[config.mk]
export PLATFORM = sky130hd
export DESIGN_NAME = gpu_command_stream_deframer
export DESIGN_NICKNAME = d
export VERILOG_FILES = /design/src/hw/rtl/gcsd_pkg.sv /design/src/hw/rtl/gcsd_front.sv /design/src/hw/rtl/gcsd_queue.sv /design/src/hw/rtl/gcsd_seq.sv /design/src/hw/rtl/gpu_command_stream_deframer.sv
export SDC_FILE = /design/constraint.sdc
export NUM_CORES = 1
export LEC_CHECK = 0
export ABC_AREA = 1
export ABC_CLOCK_PERIOD_IN_PS = 4900
export BUFFER_PORTS_ARGS = -buffer_cell sky130_fd_sc_hd__buf_2
export CORE_MARGIN = 5
export CORE_UTILIZATION = 60
export DETAILED_ROUTE_END_ITERATION = 10
export PLACE_DENSITY_LB_ADDON = 0.3
export SYNTH_ARGS = -nofsm -noshare
export SYNTH_HDL_FRONTEND = slang
export SYNTH_SLANG_ARGS = --single-unit
[constraint.sdc]
create_clock -name clk -period 4.9 [get_ports clk]
set_input_delay 0 -clock clk [delete_from_list [all_inputs] [get_ports clk]]
set_output_delay 0 -clock clk [all_outputs]
set_load 0.01 [all_outputs]
[src/hw/rtl/gcsd_pkg.sv]
// ----------------------------------------------------------------------------
// gcsd_pkg
// Shared types, constants and decode tables for the command stream deframer.
// ----------------------------------------------------------------------------
package gcsd_pkg;

	localparam int unsigned WordW     = 32;
	localparam int unsigned IndexW    = 9;
	localparam int unsigned QueueDepth = 4;
	localparam int unsigned QueuePtrW  = $clog2(QueueDepth);
	localparam int unsigned QueueCntW  = $clog2(QueueDepth + 1);

	localparam logic [2:0] TYPE_MI     = 3'd0;
	localparam logic [2:0] TYPE_RSVD1  = 3'd1;
	localparam logic [2:0] TYPE_RSVD2  = 3'd2;
	localparam logic [2:0] TYPE_RENDER = 3'd3;

	localparam logic [5:0] MI_OP_NOOP       = 6'd0;
	localparam logic [5:0] MI_OP_BATCH_END  = 6'd10;
	localparam logic [5:0] MI_OP_LOAD_IMM   = 6'd26;
	localparam logic [5:0] MI_OP_LOAD_MEM   = 6'd34;
	localparam logic [5:0] MI_OP_LOAD_REG   = 6'd41;
	localparam logic [5:0] MI_OP_STORE_MEM  = 6'd47;
	localparam logic [5:0] MI_OP_BATCH_START = 6'd49;
	localparam logic [5:0] MI_OP_LONG_FIRST = 6'd16;

	localparam logic [1:0] RSUB_COMMON   = 2'd0;
	localparam logic [1:0] RSUB_SINGLE   = 2'd1;
	localparam logic [1:0] RSUB_RESERVED = 2'd2;
	localparam logic [1:0] RSUB_3D       = 2'd3;

	// render opcodes, bits 26..24 of a render header
	localparam logic [2:0] RENDER_OP_STATE = 3'd0;
	localparam logic [2:0] RENDER_OP_CTRL  = 3'd1;
	localparam logic [2:0] RENDER_OP_PRIM  = 3'd2;
	localparam logic [2:0] RENDER_OP_EXT   = 3'd3;

	localparam logic [7:0] SUBOP_SELECT_PIPE = 8'd11;
	localparam logic [7:0] SUBOP_COMMON_MAX  = 8'd4;
	localparam logic [7:0] SUBOP_SINGLE_CTRL = 8'd4;

	// pipelined 3D state subopcodes with an action, bit n = subopcode n
	localparam logic [127:0] PipeSet = {64'h0000_0000_0007_FEF8, 64'hFFFF_FFDB_FFFF_F7F0};

	typedef enum logic [1:0] {
		ST_HANDLED   = 2'd0,
		ST_UNHANDLED = 2'd1,
		ST_ILLEGAL   = 2'd2,
		ST_UNKNOWN   = 2'd3
	} status_t;

	// header decode of a word, as if it were a header
	typedef struct packed {
		logic [2:0]        cmd_type;
		logic [1:0]        cmd_subtype;
		logic [5:0]        cmd_opcode;
		logic [7:0]        cmd_subopcode;
		status_t           status;
		logic [IndexW-1:0] len_m1;
		logic              batch_end;
	} hdr_t;

	typedef struct packed {
		logic [WordW-1:0] word;
		hdr_t             hdr;
	} entry_t;

	function automatic logic mi_known(input logic [5:0] op);
		mi_known = (op == MI_OP_NOOP) || (op == MI_OP_BATCH_END) ||
			(op == MI_OP_LOAD_IMM) || (op == MI_OP_LOAD_MEM) ||
			(op == MI_OP_LOAD_REG) || (op == MI_OP_STORE_MEM) ||
			(op == MI_OP_BATCH_START);
	endfunction

	function automatic logic pipe_known(input logic [7:0] subop);
		pipe_known = !subop[7] && PipeSet[subop[6:0]];
	endfunction

endpackage

[src/hw/rtl/gcsd_front.sv]
// ----------------------------------------------------------------------------
// gcsd_front
// Header decode of an incoming word: fields, status, length and batch end.
// ----------------------------------------------------------------------------
module gcsd_front (
	input  logic [gcsd_pkg::WordW-1:0] word,
	output gcsd_pkg::hdr_t             hdr
);

	logic [2:0]                 typ;
	logic [1:0]                 sub;
	logic [2:0]                 rop;
	logic [7:0]                 subop;
	logic [5:0]                 miop;
	logic [gcsd_pkg::IndexW-1:0] len_field;

	assign typ       = word[31:29];
	assign sub       = word[28:27];
	assign rop       = word[26:24];
	assign subop     = word[23:16];
	assign miop      = word[28:23];
	// length field plus 2, less one
	assign len_field = {1'b0, word[7:0]} + gcsd_pkg::IndexW'(1);

	always_comb begin
		hdr = '{
			cmd_type:      typ,
			cmd_subtype:   2'd0,
			cmd_opcode:    6'd0,
			cmd_subopcode: 8'd0,
			status:        gcsd_pkg::ST_UNKNOWN,
			len_m1:        len_field,
			batch_end:     1'b0
		};
		case (typ)
			gcsd_pkg::TYPE_MI: begin
				hdr.cmd_opcode = miop;
				hdr.status     = gcsd_pkg::mi_known(miop) ? gcsd_pkg::ST_HANDLED
					: gcsd_pkg::ST_UNHANDLED;
				hdr.batch_end  = (miop == gcsd_pkg::MI_OP_BATCH_END);
				if (miop < gcsd_pkg::MI_OP_LONG_FIRST) begin
					hdr.len_m1 = '0;
				end
			end
			gcsd_pkg::TYPE_RSVD1, gcsd_pkg::TYPE_RSVD2: begin
				hdr.len_m1 = '0;
			end
			gcsd_pkg::TYPE_RENDER: begin
				hdr.cmd_subtype   = sub;
				hdr.cmd_opcode    = {3'd0, rop};
				hdr.cmd_subopcode = subop;
				case (sub)
					gcsd_pkg::RSUB_COMMON: begin
						if (rop == gcsd_pkg::RENDER_OP_STATE) begin
							hdr.status = gcsd_pkg::ST_HANDLED;
						end else if (rop == gcsd_pkg::RENDER_OP_CTRL) begin
							hdr.status = (subop >= 8'd1 && subop <= gcsd_pkg::SUBOP_COMMON_MAX)
								? gcsd_pkg::ST_HANDLED : gcsd_pkg::ST_UNHANDLED;
						end else begin
							hdr.status = gcsd_pkg::ST_ILLEGAL;
						end
					end
					gcsd_pkg::RSUB_SINGLE: begin
						hdr.status = ((rop == gcsd_pkg::RENDER_OP_STATE &&
							subop == gcsd_pkg::SUBOP_SELECT_PIPE) ||
							(rop == gcsd_pkg::RENDER_OP_CTRL &&
							subop == gcsd_pkg::SUBOP_SINGLE_CTRL))
							? gcsd_pkg::ST_HANDLED : gcsd_pkg::ST_ILLEGAL;
						hdr.len_m1 = '0;
					end
					gcsd_pkg::RSUB_RESERVED: begin
						hdr.status = gcsd_pkg::ST_UNKNOWN;
						hdr.len_m1 = gcsd_pkg::IndexW'(1);
					end
					default: begin
						case (rop)
							gcsd_pkg::RENDER_OP_STATE: hdr.status = gcsd_pkg::pipe_known(subop)
								? gcsd_pkg::ST_HANDLED : gcsd_pkg::ST_UNHANDLED;
							gcsd_pkg::RENDER_OP_PRIM: hdr.status = (subop == 8'd0)
								? gcsd_pkg::ST_HANDLED : gcsd_pkg::ST_UNHANDLED;
							gcsd_pkg::RENDER_OP_EXT: hdr.status = (subop == 8'd0)
								? gcsd_pkg::ST_HANDLED : gcsd_pkg::ST_ILLEGAL;
							default: hdr.status = gcsd_pkg::ST_HANDLED;
						endcase
					end
				endcase
			end
			default: begin
				hdr.status = gcsd_pkg::ST_UNKNOWN;
			end
		endcase
	end

endmodule

[src/hw/rtl/gcsd_queue.sv]
// ----------------------------------------------------------------------------
// gcsd_queue
// Short queue of decoded words between the front decode and the sequencer.
// ----------------------------------------------------------------------------
module gcsd_queue (
	input  logic             clk,
	input  logic             arst_n,
	input  logic             wr,
	input  gcsd_pkg::entry_t wr_data,
	output logic             full,
	input  logic             rd,
	output gcsd_pkg::entry_t rd_data,
	output logic             empty
);

	gcsd_pkg::entry_t                  mem_q [gcsd_pkg::QueueDepth];
	logic [gcsd_pkg::QueuePtrW-1:0]    wptr_q;
	logic [gcsd_pkg::QueuePtrW-1:0]    rptr_q;
	logic [gcsd_pkg::QueueCntW-1:0]    count_q;
	logic                              do_wr;
	logic                              do_rd;

	assign full    = (count_q == gcsd_pkg::QueueCntW'(gcsd_pkg::QueueDepth));
	assign empty   = (count_q == '0);
	assign do_wr   = wr && !full;
	assign do_rd   = rd && !empty;
	assign rd_data = mem_q[rptr_q];

	always_ff @(posedge clk) begin
		if (do_wr) begin
			mem_q[wptr_q] <= wr_data;
		end
	end

	always_ff @(posedge clk or negedge arst_n) begin
		if (!arst_n) begin
			wptr_q  <= '0;
			rptr_q  <= '0;
			count_q <= '0;
		end else begin
			if (do_wr) begin
				wptr_q <= wptr_q + gcsd_pkg::QueuePtrW'(1);
			end
			if (do_rd) begin
				rptr_q <= rptr_q + gcsd_pkg::QueuePtrW'(1);
			end
			case ({do_wr, do_rd})
				2'b10:   count_q <= count_q + gcsd_pkg::QueueCntW'(1);
				2'b01:   count_q <= count_q - gcsd_pkg::QueueCntW'(1);
				default: count_q <= count_q;
			endcase
		end
	end

endmodule

[src/hw/rtl/gcsd_seq.sv]
// ----------------------------------------------------------------------------
// gcsd_seq
// Command framing: tracks header/body position and drives the result register.
// ----------------------------------------------------------------------------
module gcsd_seq (
	input  logic                        clk,
	input  logic                        arst_n,
	input  logic                        q_empty,
	input  gcsd_pkg::entry_t            q_data,
	output logic                        q_rd,
	input  logic                        pop,
	output logic                        empty,
	output logic [gcsd_pkg::WordW-1:0]  payload,
	output logic [gcsd_pkg::IndexW-1:0] word_index,
	output logic [2:0]                  cmd_type,
	output logic [1:0]                  cmd_subtype,
	output logic [5:0]                  cmd_opcode,
	output logic [7:0]                  cmd_subopcode,
	output logic [1:0]                  status,
	output logic                        last_word,
	output logic                        batch_end
);

	logic                        out_valid_q;
	logic [gcsd_pkg::IndexW-1:0] remain_q;
	logic [gcsd_pkg::IndexW-1:0] pos_q;
	gcsd_pkg::hdr_t              held_q;
	logic [gcsd_pkg::WordW-1:0]  payload_q;
	logic                        last_q;
	logic                        bend_q;
	logic                        take;
	logic                        is_hdr;

	assign take   = !q_empty && (!out_valid_q || pop);
	assign q_rd   = take;
	assign is_hdr = (remain_q == '0);

	always_ff @(posedge clk or negedge arst_n) begin
		if (!arst_n) begin
			out_valid_q <= 1'b0;
			remain_q    <= '0;
			pos_q       <= '0;
			held_q      <= '0;
		end else begin
			if (take) begin
				out_valid_q <= 1'b1;
			end else if (pop) begin
				out_valid_q <= 1'b0;
			end
			if (take) begin
				if (is_hdr) begin
					held_q   <= q_data.hdr;
					pos_q    <= '0;
					remain_q <= q_data.hdr.len_m1;
				end else begin
					pos_q    <= pos_q + gcsd_pkg::IndexW'(1);
					remain_q <= remain_q - gcsd_pkg::IndexW'(1);
				end
			end
		end
	end

	always_ff @(posedge clk) begin
		if (take) begin
			payload_q <= q_data.word;
			last_q    <= is_hdr ? (q_data.hdr.len_m1 == '0)
				: (remain_q == gcsd_pkg::IndexW'(1));
			bend_q    <= is_hdr && q_data.hdr.batch_end;
		end
	end

	assign empty         = !out_valid_q;
	assign payload       = payload_q;
	assign word_index    = pos_q;
	assign cmd_type      = held_q.cmd_type;
	assign cmd_subtype   = held_q.cmd_subtype;
	assign cmd_opcode    = held_q.cmd_opcode;
	assign cmd_subopcode = held_q.cmd_subopcode;
	assign status        = held_q.status;
	assign last_word     = last_q;
	assign batch_end     = bend_q;

endmodule

[src/hw/rtl/gpu_command_stream_deframer.sv]
// ----------------------------------------------------------------------------
// gpu_command_stream_deframer
// Splits a batch-buffer dword stream into tagged command words.
// ----------------------------------------------------------------------------
// Usage:
//   Input side is a queue: drive word and raise push; the word is taken on
//   a clock edge where push is high and full is low.
//   Result side is a queue too: while empty is low the oldest tagged word is
//   on payload and the tag ports; it is taken on an edge with pop high.
//   Every input word gives exactly one result word, in order.
// Path: a pushed word is written into the queue, then moved into the result
//   register when the result side is free, and shows on the result ports.
// Throughput: one word per cycle while pop is held high; the front decode, the
//   four-entry queue and the result register each move one word a cycle.
// Reset: arst_n low empties the queue and the result register and returns the
//   framer to expecting a header.
// Stall: with pop held low the result holds; the queue then fills and full
//   rises after four further words.
// ----------------------------------------------------------------------------
module gpu_command_stream_deframer (
	input  logic                        clk,
	input  logic                        arst_n,
	input  logic                        push,
	output logic                        full,
	input  logic [gcsd_pkg::WordW-1:0]  word,
	input  logic                        pop,
	output logic                        empty,
	output logic [gcsd_pkg::WordW-1:0]  payload,
	output logic [gcsd_pkg::IndexW-1:0] word_index,
	output logic [2:0]                  cmd_type,
	output logic [1:0]                  cmd_subtype,
	output logic [5:0]                  cmd_opcode,
	output logic [7:0]                  cmd_subopcode,
	output logic [1:0]                  status,
	output logic                        last_word,
	output logic                        batch_end
);

	gcsd_pkg::hdr_t   dec_hdr;
	gcsd_pkg::entry_t wr_entry;
	gcsd_pkg::entry_t rd_entry;
	logic             q_empty;
	logic             q_rd;

	gcsd_front u_front (
		.word (word),
		.hdr  (dec_hdr)
	);

	assign wr_entry = '{word: word, hdr: dec_hdr};

	gcsd_queue u_queue (
		.clk     (clk),
		.arst_n  (arst_n),
		.wr      (push),
		.wr_data (wr_entry),
		.full    (full),
		.rd      (q_rd),
		.rd_data (rd_entry),
		.empty   (q_empty)
	);

	gcsd_seq u_seq (
		.clk           (clk),
		.arst_n        (arst_n),
		.q_empty       (q_empty),
		.q_data        (rd_entry),
		.q_rd          (q_rd),
		.pop           (pop),
		.empty         (empty),
		.payload       (payload),
		.word_index    (word_index),
		.cmd_type      (cmd_type),
		.cmd_subtype   (cmd_subtype),
		.cmd_opcode    (cmd_opcode),
		.cmd_subopcode (cmd_subopcode),
		.status        (status),
		.last_word     (last_word),
		.batch_end     (batch_end)
	);

	// batch end only ever tags an MI header
	a_bend_hdr: assert property (@(posedge clk) disable iff (!arst_n)
		(!empty && batch_end) |-> (word_index == '0 && cmd_type == gcsd_pkg::TYPE_MI &&
			status == gcsd_pkg::ST_HANDLED))
		else $error("batch end on a non-header word");

	// types other than MI and render decode as unknown
	a_unknown_type: assert property (@(posedge clk) disable iff (!arst_n)
		(!empty && cmd_type != gcsd_pkg::TYPE_MI && cmd_type != gcsd_pkg::TYPE_RENDER)
		|-> (status == gcsd_pkg::ST_UNKNOWN && cmd_opcode == '0))
		else $error("unknown type not flagged");

	// a body word follows the previous word of the same command
	a_index_step: assert property (@(posedge clk) disable iff (!arst_n)
		(q_rd && !empty && !last_word) |=> (word_index == $past(word_index) + 9'd1))
		else $error("word index did not advance");

	// the framer never pulls from an empty queue
	a_no_underrun: assert property (@(posedge clk) disable iff (!arst_n)
		q_rd |-> !q_empty)
		else $error("read from empty queue");

endmodule
==> results of run 1 <==
## per-stage QoR
| step | hold WS [ns] | instances | total power, W | util | setup WS, ns |
|---|---|---|---|---|---|
| after global routing | 0.136 | 1455 | 0.00963 | 0.711 | 1.87 |
| after CTS | 0.0864 | 1455 | 0.00919 | 0.711 | 2.12 |
| final | 0.0756 | 1455 | 0.00912 | 0.711 | 2.16 |
| after floorplan | -0.296 | 1022 | 0.00591 | - | 1.14 |
| after detailed placement | 0.135 | 1364 | 0.00681 | 0.647 | 2.14 |
| after global placement | 0.131 | 1364 | 0.00670 | 0.647 | 2.20 |
## Yosys cell counts, drive strengths merged (14+ instances only)
| library cell | instances |
|---|---|
| o21ai | 139 |
| a21oi | 21 |
| clkbuf | 24 |
| inv | 59 |
| nand2 | 103 |
| buf | 22 |
| nand3 | 31 |
| nor2 | 174 |
| o22ai | 54 |
| edfxtp | 274 |
| mux2 | 18 |
| nor3 | 18 |
| dfrtp | 47 |
| ha | 14 |
## worst max path at each step
| stage | startpoint | endpoint | slack, ns | cells after the start |
|---|---|---|---|---|
| final | u_seq.out_valid_q$_DFFE_PN0P_ | u_seq.cmd_subopcode[5]$_DFFE_PN0P_ | 2.16 | 7 |
| after detailed placement | u_seq.out_valid_q$_DFFE_PN0P_ | u_seq.cmd_subopcode[4]$_DFFE_PN0P_ | 2.14 | 7 |
| after floorplan | u_queue.count_q[2]$_DFFE_PN0P_ | u_queue.mem_q[0][0]$_DFFE_PP_ | 1.14 | 5 |
| after global placement | u_seq.out_valid_q$_DFFE_PN0P_ | u_seq.cmd_subopcode[4]$_DFFE_PN0P_ | 2.20 | 7 |
| after CTS | u_seq.out_valid_q$_DFFE_PN0P_ | u_seq.cmd_subopcode[5]$_DFFE_PN0P_ | 2.12 | 7 |
| after global routing | u_queue.count_q[0]$_DFFE_PN0P_ | u_seq.cmd_subopcode[3]$_DFFE_PN0P_ | 1.87 | 7 |
## critical path, cell delays in order (launching register included)
cell and delay, ns:
dfrtp_1 0.36, inv_1 0.06, or2_1 0.12, nand2_1 0.38, inv_2 0.16, buf_4 0.56, nand3_4 0.52, mux2_4 0.45
## final cells by class
| type | instances | area (um2) |
|---|---|---|
| Sequential cell | 321 | 9410 |
| Tap cell | 275 | 344 |
| Timing Repair Buffer | 147 | 936 |
| Inverter | 60 | 225 |
| Clock buffer | 40 | 830 |
| Multi-Input combinational cell | 595 | 3110 |
| Clock inverter | 17 | 184 |
| Fill cell | 1477 | 6120 |
## power groups by stage
stage / clock (W) / sequential (W) / combinational, W
3_5_place_dp: 0 / 0.00424 / 0.00257
5_1_grt: 0.00250 / 0.00426 / 0.00286
3_3_place_gp: 0 / 0.00423 / 0.00247
4_1_cts: 0.00239 / 0.00419 / 0.00261
6_report: 0.00236 / 0.00419 / 0.00257
2_1_floorplan: 0 / 0.00427 / 0.00164
## flip-flops by register name, indices dropped and copies added, names as in the netlist, 2 cells and up
register and count:
u_queue.mem_q 240, u_seq.payload 32, u_seq.remain_q 9, u_seq.word_index 9
u_seq.cmd_subopcode 8, u_seq.cmd_opcode 6, u_queue.count_q 3, u_seq.cmd_type 3
u_queue.rptr_q 2, u_queue.wptr_q 2, u_seq.cmd_subtype 2, u_seq.status 2
## timing repair
action / CTS / global route
gates resized for setup: 0 / 0
hold endpoints to repair: 239 / 0
setup buffers: 0 / 0
hold buffers: 34 / 0
## per-layer routing
metal  part of all wire  up-vias  GRT usage
met2               0.51      246      0.377
met4              0.019        0     0.0570
met1               0.41     4028      0.286
li1                   -     3912          -
met5                  0        -          0
met3              0.058       34     0.0332
## cells by family (layout without fill, tap and decap cells)
kind of cell / after synthesis / in the layout / synth area share
simple gates: 335 / 335 / 0.108
xor+xnor: 7 / 7 / 0.00474
fa+ha+maj: 15 / 15 / 0.0151
buf+inv: 106 / 264 / 0.0348
flops: 321 / 321 / 0.727
compound gates: 220 / 220 / 0.0919
mux: 18 / 18 / 0.0186
==> impl_results.md, run 1 <==
* Grt ovf at 0
* Overall Global Routing Usage at 0.216
* Die area at 0.0246 mm2
* Ant diodes at 0
* Outcome: finished, final reports clean
* Crit path DAT at 3.18 ns
* CP Launch Type: flip-flop
* Achievable Freq at 0.365 GHz
* Post-route minimum period at 2.74 ns
* # port buffers at 101
* Initial antenna violation count at 0
* ANT nets after route at 0
* Post-DP HPWL at 15,300 um
* Hold crit path type: in -> async
* Placed cell area at 0.0137 mm2
* Post-Route WL at 26,400 um
* H-tree depth at 1
* Setup TNS at 0 ns
* Nets at 1,207
* Sequential Power Share at 0.460
* Register area share after synthesis at 0.727
* Routability-driven placement congestion ratio at 0.804
* Maximum fanout along the worst path at 48
* First-pass DRT Iterations at 5
* P&R area growth vs syn at 16.3%
* Num rows at 53
* Commonest non-fill, non-tap cell in the layout: edfxtp_1
* Worst slew margin at 0.349
* Pint at 0.00610 W
* CP Capture Type: flip-flop
* Vias/cell at 5.65
* Crit path required time at 5.34 ns
* Chip height at 157 um
* P_leak at 5.74 nW
* Worst reg2reg path startpoint: u_seq.out_valid_q$_DFFE_PN0P_
* Top-area cell type share of the netlist area at 0.636
* Final Hold Vio Count at 0
* FF-to-FF setup slack at 2.16 ns
* Top-Level Pins at 102
* Max Buffers Root-to-Sink at 3
* Initial core utilization at 0.611
* Unrepaired setup endpoints after global routing: false
* CTS buffer count at 31
* Sw frac at 0.332
* Residual DRC at 0
* Max-Cap Viols at 0
* Crit path kind: reg -> reg
* Clock slew seen by the registers of the worst setup and hold paths at 0.06 ns
* Final slew viol count at 0
* Clock share of power at 0.258
* Die width at 157 um
* Combinational Power Share at 0.282
* Pin count of the biggest net entering global routing at 74
* Netlist cell types at 37
* Yosys top cell by area: edfxtp_1
* Worst clock skew at 0.0204 ns
* Worst skew pair latency at 0.55 ns
* Core area at 0.0212 mm2
* Final period util at 0.559
* Cells on worst reg2reg path at 7
* P_sw at 0.00302 W
* VDD IR-drop max at 0.363 mV
* Iter 0 DRT Violations at 665
* Total number of vias at 8,220
* FFs w/ async S/R, synth at 0.146
* Clock sink total at 321
* Final setup fails at 0
* Finished Cell Area at 0.0150 mm2
* FF-to-FF End: u_seq.cmd_subopcode[5]$_DFFE_PN0P_
* Layout cells sized above 1 at 0.166
* Mapped cell area at 0.0129 mm2
* First-pass GRT wire length at 42,400 um
* TritonCTS clock tree: built
* Post-DR wirelength/cell at 18.2 um
* Synth Warn # at 0
* Vias in the first global route at 8,217
* Root Driver: clkbuf_16
* Number of synthesized flops with an enable pin at 274
* Synth area leaders: edfxtp_1, dfrtp_1, o21ai_0
* FF+latch count, synth at 321
* Top_reg_cell synth: edfxtp_1
* Worst-Margin Slew at 0.977 ns
* Synthesized area per cell at 12.7 um2
* Post-synthesis cell count at 1,022
* Most frequent cells in the layout: edfxtp_1, nor2_1, o21ai_0
* Pwr Density at 607 mW/mm2
* Syn_nets at 1,073
Power figures use the tool's default switching activity.
==> inputs of run 2 (changes only) <==
Settings changed: ABC_AREA 1 to 0, ABC_CLOCK_PERIOD_IN_PS 4900 to 2400, CORE_UTILIZATION 60 to 54.
Clock period 4.9 ns to 2.4 ns, I/O delays scaled along.
==> run 2 against run 1 <==
Combinational power rose by 64%. Via count decreased by 20%. Setup slack worse by 1.9 ns. Clock power up 110%. Final cell count decreased by 20%. Clock skew is essentially flat. Sequential share of layout area shrank 0.18 points. Worst hold slack worse by 0.027 ns. Core utilization shrank 6.3 points. Sequential power grew 96%.
==> impl_results.md, run 2 <==
* Outcome: finished, final reports clean
* Post-DP HPWL at 14,600 um
* Max reg flops at 240
* CP Launch Type: flip-flop
* Register area share after synthesis at 0.742
* Initial core utilization at 0.545
* Largest Register: u_queue.mem_q
* Area of the multi-input gates at 0.00307 mm2
* Commonest cells in the netlist: edfxtp_1, mux4_2, dfrtp_1, nor2_1, nand2_1
* Crit path required time at 2.82 ns
* Hold WS at 0.0489 ns
* Critical path, cell by cell: or4_4 > or2_4 > nor2_8 > buf_12 > mux2_2
* Total number of vias at 6,566
* Yosys top cell by area: edfxtp_1
* VDD IR-drop max at 0.822 mV
* GR peak layer: met2
* Setup TNS at 0 ns
* ANT nets after route at 0
* Met1 Usage GRT at 0.261
* Final core utilization at 0.648
* Clock sink total at 321
* Worst slew margin at 0.499
* Post-synthesis cell count at 664
* Final period util at 0.883
* Worst-Margin Slew at 0.749 ns
* Layout cells sized above 1 at 0.311
* Pin count of the biggest net entering global routing at 61
* # port buffers at 101
* Final std cells w/o fill at 1,170
* Final setup fails at 0
* Crit path DAT at 2.54 ns
* Max Buffers Root-to-Sink at 3
* FF+latch count, synth at 321
* Total Power at 0.0174 W
* Top-area cell type share of the netlist area at 0.649
* Nets at 879
* Core area at 0.0233 mm2
* Synthesized area per cell at 19.1 um2
* Synth area leaders: edfxtp_1, mux4_2, dfrtp_1
* Grt ovf at 0
* P&R area growth vs syn at 19.0%
* Iter 0 DRT Violations at 508
* CP Capture Type: flip-flop
* Final slew viol count at 0
* Final Hold Vio Count at 0
* Achievable Freq at 0.472 GHz
* Num rows at 56
* Global Route met3 Usage at 0.0336
* Chip height at 163 um
* Top-Level Pins at 102
* Routability-driven placement congestion ratio at 0.801
* CP max-delay cell: or4_4
* Die area at 0.0266 mm2
* Post-DR wirelength/cell at 21.0 um
* First-pass GRT wire length at 39,300 um
* Netlist cell types at 57
* Initial antenna violation count at 0
* FFs w/ async S/R, synth at 0.146
* Crit path kind: reg -> reg
* Register area at 0.00941 mm2
* TritonCTS clock tree: built
* Residual DRC at 0
* Top_reg_cell synth: edfxtp_1
* Hold crit path type: in -> async
* Synth Warn # at 0
* Unrepaired setup endpoints after global routing: false
* Pwr Density at 1150 mW/mm2
* Post-Route WL at 24,600 um
* H-tree depth at 1
* P_leak at 5.54 nW
* Max-Cap Viols at 0
* # Post-CTS Setup Buffers at 0
* Slowest cell delay on critical path at 0.59 ns
* Routing usage on met2 at 0.318
* Commonest non-fill, non-tap cell in the layout: edfxtp_1
* Worst clock skew at 0.0209 ns
* Vias in the first global route at 7,046
* Post-route minimum period at 2.12 ns
* Most frequent cells in the layout: edfxtp_1, buf_2, mux4_2
* Root Driver: clkbuf_16
* Vias/cell at 5.61
* Syn_nets at 715
* CTS buffer count at 31
* Die width at 163 um
* First-pass DRT Iterations at 6
* Worst skew pair latency at 0.55 ns
* Fillers at 1,628
* Clock slew seen by the registers of the worst setup and hold paths at 0.06 ns
* Overall Global Routing Usage at 0.189
* Dpl cells at 1,078
* Ant diodes at 0
* Maximum fanout along the worst path at 19
* Number of synthesized flops with an enable pin at 274
* Most common cell in the synthesized netlist: edfxtp_1
* Mapped cell area at 0.0127 mm2
## run 2: where the power goes
part           switching (W)  internal, W  total (W)
Clock                0.00197      0.00301    0.00498
Combinational        0.00227      0.00195    0.00422
Sequential          0.000609      0.00759    0.00820
## run 2: what timing repair did
| item | CTS | global route |
|---|---|---|
| gates resized for setup | 0 | 0 |
| hold buffers | 36 | 0 |
| hold endpoints to repair | 240 | 0 |
## run 2: final timing paths
kind | startpoint | endpoint | slack (ns) | cells past startpoint
max in group asynchronous | arst_n | u_queue.rptr_q[0]$_DFFE_PN0P_ | 1.23 | 3
worst max-delay path | u_seq.remain_q[5]$_DFFE_PN0P_ | u_seq.cmd_subtype[1]$_DFFE_PN0P_ | 0.28 | 5
min in group clk | word[14] | u_queue.mem_q[3][45]$_DFFE_PP_ | 0.20 | 2
worst min register to register | u_queue.count_q[2]$_DFFE_PN0P_ | u_queue.count_q[2]$_DFFE_PN0P_ | 0.50 | 1
worst min-delay path | arst_n | u_seq.word_index[2]$_DFFE_PN0P_ | 0.05 | 3
worst max register to register | u_seq.remain_q[5]$_DFFE_PN0P_ | u_seq.cmd_subtype[1]$_DFFE_PN0P_ | 0.28 | 5
## run 2: layer usage
metal	wire, um	vias up
met5	0	-
met4	404	0
met3	1490	35
met2	12500	193
li1	-	2949
met1	10200	3389
## run 2: kinds of logic after synthesis
logic type | after synthesis | share of synthesized area
flip-flops | 321 | 0.742
AND/OR/NAND/NOR | 139 | 0.0590
multiplexers | 85 | 0.133
AO/OA/AOI/OAI | 46 | 0.0224
buffers and inverters | 41 | 0.0163
XOR/XNOR | 17 | 0.0117
adder cells (fa/ha/maj) | 15 | 0.0154
## run 2: cell type report
class	count	area share
Multi-Input combinational cell	302	0.204
Clock buffer	36	0.0527
Clock inverter	20	0.0171
Tap cell	319	0.0265
Inverter	15	0.00373
Sequential cell	321	0.624
Timing Repair Buffer	157	0.0724
## run 2: stage by stage
step                      setup WS [ns]  cell area [um2]
after detailed placement          0.307            13700
after global placement            0.341            13700
after global routing              0.187            15100
after floorplan                   0.186            12700
final                             0.281            15100
after CTS                         0.287            15100
## run 2: worst max-delay path, delay by kind of cell (launching register included)
kind | cells | cell delay [ns]
buffers and inverters | 1 | 0.19
and+or+nand+nor | 3 | 1.01
muxes | 1 | 0.35
DFF | 1 | 0.44
==> inputs of run 3 (changes only) <==
Settings changed: GPL_TIMING_DRIVEN set to 0.
==> run 3 against run 2 <==
Critical path depth grew 1. Clock power down 5.8%. Sequential cell count stayed put. Design area about the same. Count of clock-buffer cells in the layout rose by 6. Non-clock buffer count grew 9. Setup slack got worse by 0.11 ns. Critical endpoint is now u_queue.mem_q[2][49]$_DFFE_PP_.
==> impl_results.md, run 3 (synthesized netlist as in run 2, its figures left out) <==
* Residual DRC at 0
* Vias/cell at 5.76
* Post-route minimum period at 2.23 ns
* Dpl cells at 1,088
* Routability-driven placement congestion ratio at 0.833
* Fillers at 1,615
* VDD IR-drop max at 0.752 mV
* Initial core utilization at 0.545
* TritonCTS clock tree: built
* Worst clock skew at 0.0125 ns
* Total number of vias at 6,793
* Crit path kind: reg -> reg
* Most frequent cells in the layout: edfxtp_1, buf_2, mux4_2
* FF-to-FF setup slack at 0.17 ns
* CTS buffer count at 31
* Max-Cap Viols at 0
* Grt ovf at 0
* Cells on worst reg2reg path at 6
* P&R area growth vs syn at 19.1%
* Commonest non-fill, non-tap cell in the layout: edfxtp_1
* # port buffers at 101
* Combinational Power Share at 0.261
* Initial antenna violation count at 0
* Maximum fanout along the worst path at 37
* First-pass GRT wire length at 39,700 um
* Sw frac at 0.287
* Final setup fails at 0
* Outcome: finished, final reports clean
* Num rows at 56
* Max reg flops at 240
* Final core utilization at 0.649
* Die area at 0.0266 mm2
* Overall Global Routing Usage at 0.191
* Core area at 0.0233 mm2
* Achievable Freq at 0.449 GHz
* Iter 0 DRT Violations at 666
* CP Launch Type: flip-flop
* Post-DP HPWL at 15,700 um
* Hold crit path type: in -> reg
* Nets at 888
* Crit path DAT at 2.46 ns
* Ant diodes at 0
* Pwr Density at 1140 mW/mm2
* Setup TNS at 0 ns
* Final period util at 0.927
* Vias in the first global route at 7,171
* H-tree depth at 1
* ANT nets after route at 0
* Min-delay src: push
* Unrepaired setup endpoints after global routing: false
* Crit path required time at 2.64 ns
* Post-DR wirelength/cell at 21.4 um
* Clock slew seen by the registers of the worst setup and hold paths at 0.06 ns
* Final slew viol count at 0
* P_leak at 5.55 nW
* Max Buffers Root-to-Sink at 3
* First-pass DRT Iterations at 5
* Worst-Margin Slew at 1.13 ns
* P_sw at 0.00495 W
* Sequential Power Share at 0.467
* Root Driver: clkbuf_16
* Final Hold Vio Count at 0
* Worst Hold End: u_queue.wptr_q[1]$_DFFE_PN0P_
* Worst slew margin at 0.248
* Pint at 0.0123 W
* Worst reg2reg path startpoint: u_queue.count_q[0]$_DFFE_PN0P_
* Clock share of power at 0.272
* Largest Register: u_queue.mem_q
* Post-Route WL at 25,300 um
* Chip height at 163 um
* Worst Hold Depth at 4
* Layout cells sized above 1 at 0.312
* Die width at 163 um
* Top-Level Pins at 102
* Clock sink total at 321
* Final std cells w/o fill at 1,180
* Worst skew pair latency at 0.56 ns
* FF-to-FF End: u_queue.mem_q[2][49]$_DFFE_PP_
* CP Capture Type: flip-flop
* Pin count of the biggest net entering global routing at 48
## run 3: through the flow
| step | cell area (um2) | hold slack, ns | worst slack, ns | power (W) |
|---|---|---|---|---|
| after floorplan | 12700 | -0.296 | 0.186 | 0.0110 |
| after global placement | 13600 | 0.208 | -0.375 | 0.0123 |
| after detailed placement | 13700 | 0.221 | -0.287 | 0.0126 |
| after CTS | 15000 | 0.0651 | 0.0226 | 0.0174 |
| after global routing | 15100 | 0.0839 | 0.00251 | 0.0181 |
| final | 15100 | 0.0698 | 0.174 | 0.0173 |
## run 3: routing by layer
| layer | vias up | wire length, um | track usage |
|---|---|---|---|
| met1 | 3534 | 9990 | 0.250 |
| met3 | 39 | 1680 | 0.0361 |
| li1 | 2977 | - | - |
| met4 | 0 | 369 | 0.0362 |
| met5 | - | 0 | 0 |
| met2 | 243 | 13200 | 0.342 |
## run 3: final cells by class
type | instances | area (um2) | share of cell area
multi-input combinational | 302 | 3090 | 0.205
clock buffer | 42 | 847 | 0.0561
inverter | 15 | 60.1 | 0.00398
timing repair buffer | 141 | 967 | 0.0641
buffer | 25 | 180 | 0.0119
sequential | 321 | 9400 | 0.623
clock inverter | 15 | 141 | 0.00937
tap | 319 | 399 | 0.0264
## run 3: power by group through the flow
stage / sequential [W] / combinational (W) / clock [W]
2_1_floorplan: 0.00823 / 0.00274 / 0
3_3_place_gp: 0.00810 / 0.00415 / 0
3_5_place_dp: 0.00814 / 0.00445 / 0
4_1_cts: 0.00804 / 0.00455 / 0.00476
5_1_grt: 0.00818 / 0.00490 / 0.00502
6_report: 0.00806 / 0.00450 / 0.00469
## run 3: repair_timing
item	in CTS	in global routing
endpoints found under the setup margin	32	35
setup buffers	0	1
endpoints found under the hold margin	240	0
hold buffers	34	0
gates cloned	0	1
resized for setup	6	8
## run 3: how the worst max path moves through the flow
stage,endpoint,startpoint,slack [ns],cells after the start
2_1_floorplan,u_queue.count_q[2]$_DFFE_PN0P_,u_queue.count_q[0]$_DFFE_PN0P_,0.19,10
3_3_place_gp,u_queue.mem_q[1][44]$_DFFE_PP_,u_queue.count_q[0]$_DFFE_PN0P_,-0.37,5
3_5_place_dp,u_queue.count_q[2]$_DFFE_PN0P_,u_queue.count_q[0]$_DFFE_PN0P_,-0.29,10
4_1_cts,u_seq.payload[9]$_DFFE_PP_,u_queue.rptr_q[0]$_DFFE_PN0P_,0.02,5
5_1_grt,u_seq.payload[9]$_DFFE_PP_,u_queue.rptr_q[0]$_DFFE_PN0P_,0.003,5
6_report,u_queue.mem_q[2][49]$_DFFE_PP_,u_queue.count_q[0]$_DFFE_PN0P_,0.17,6
## run 3: worst max-delay path: stages, from the launching register on
cell      delay, ns
dfrtp_1        0.39
inv_1          0.09
and3_1         0.17
nor2b_1        0.10
clkbuf_1       0.33
and2_4         0.47
buf_12         0.29
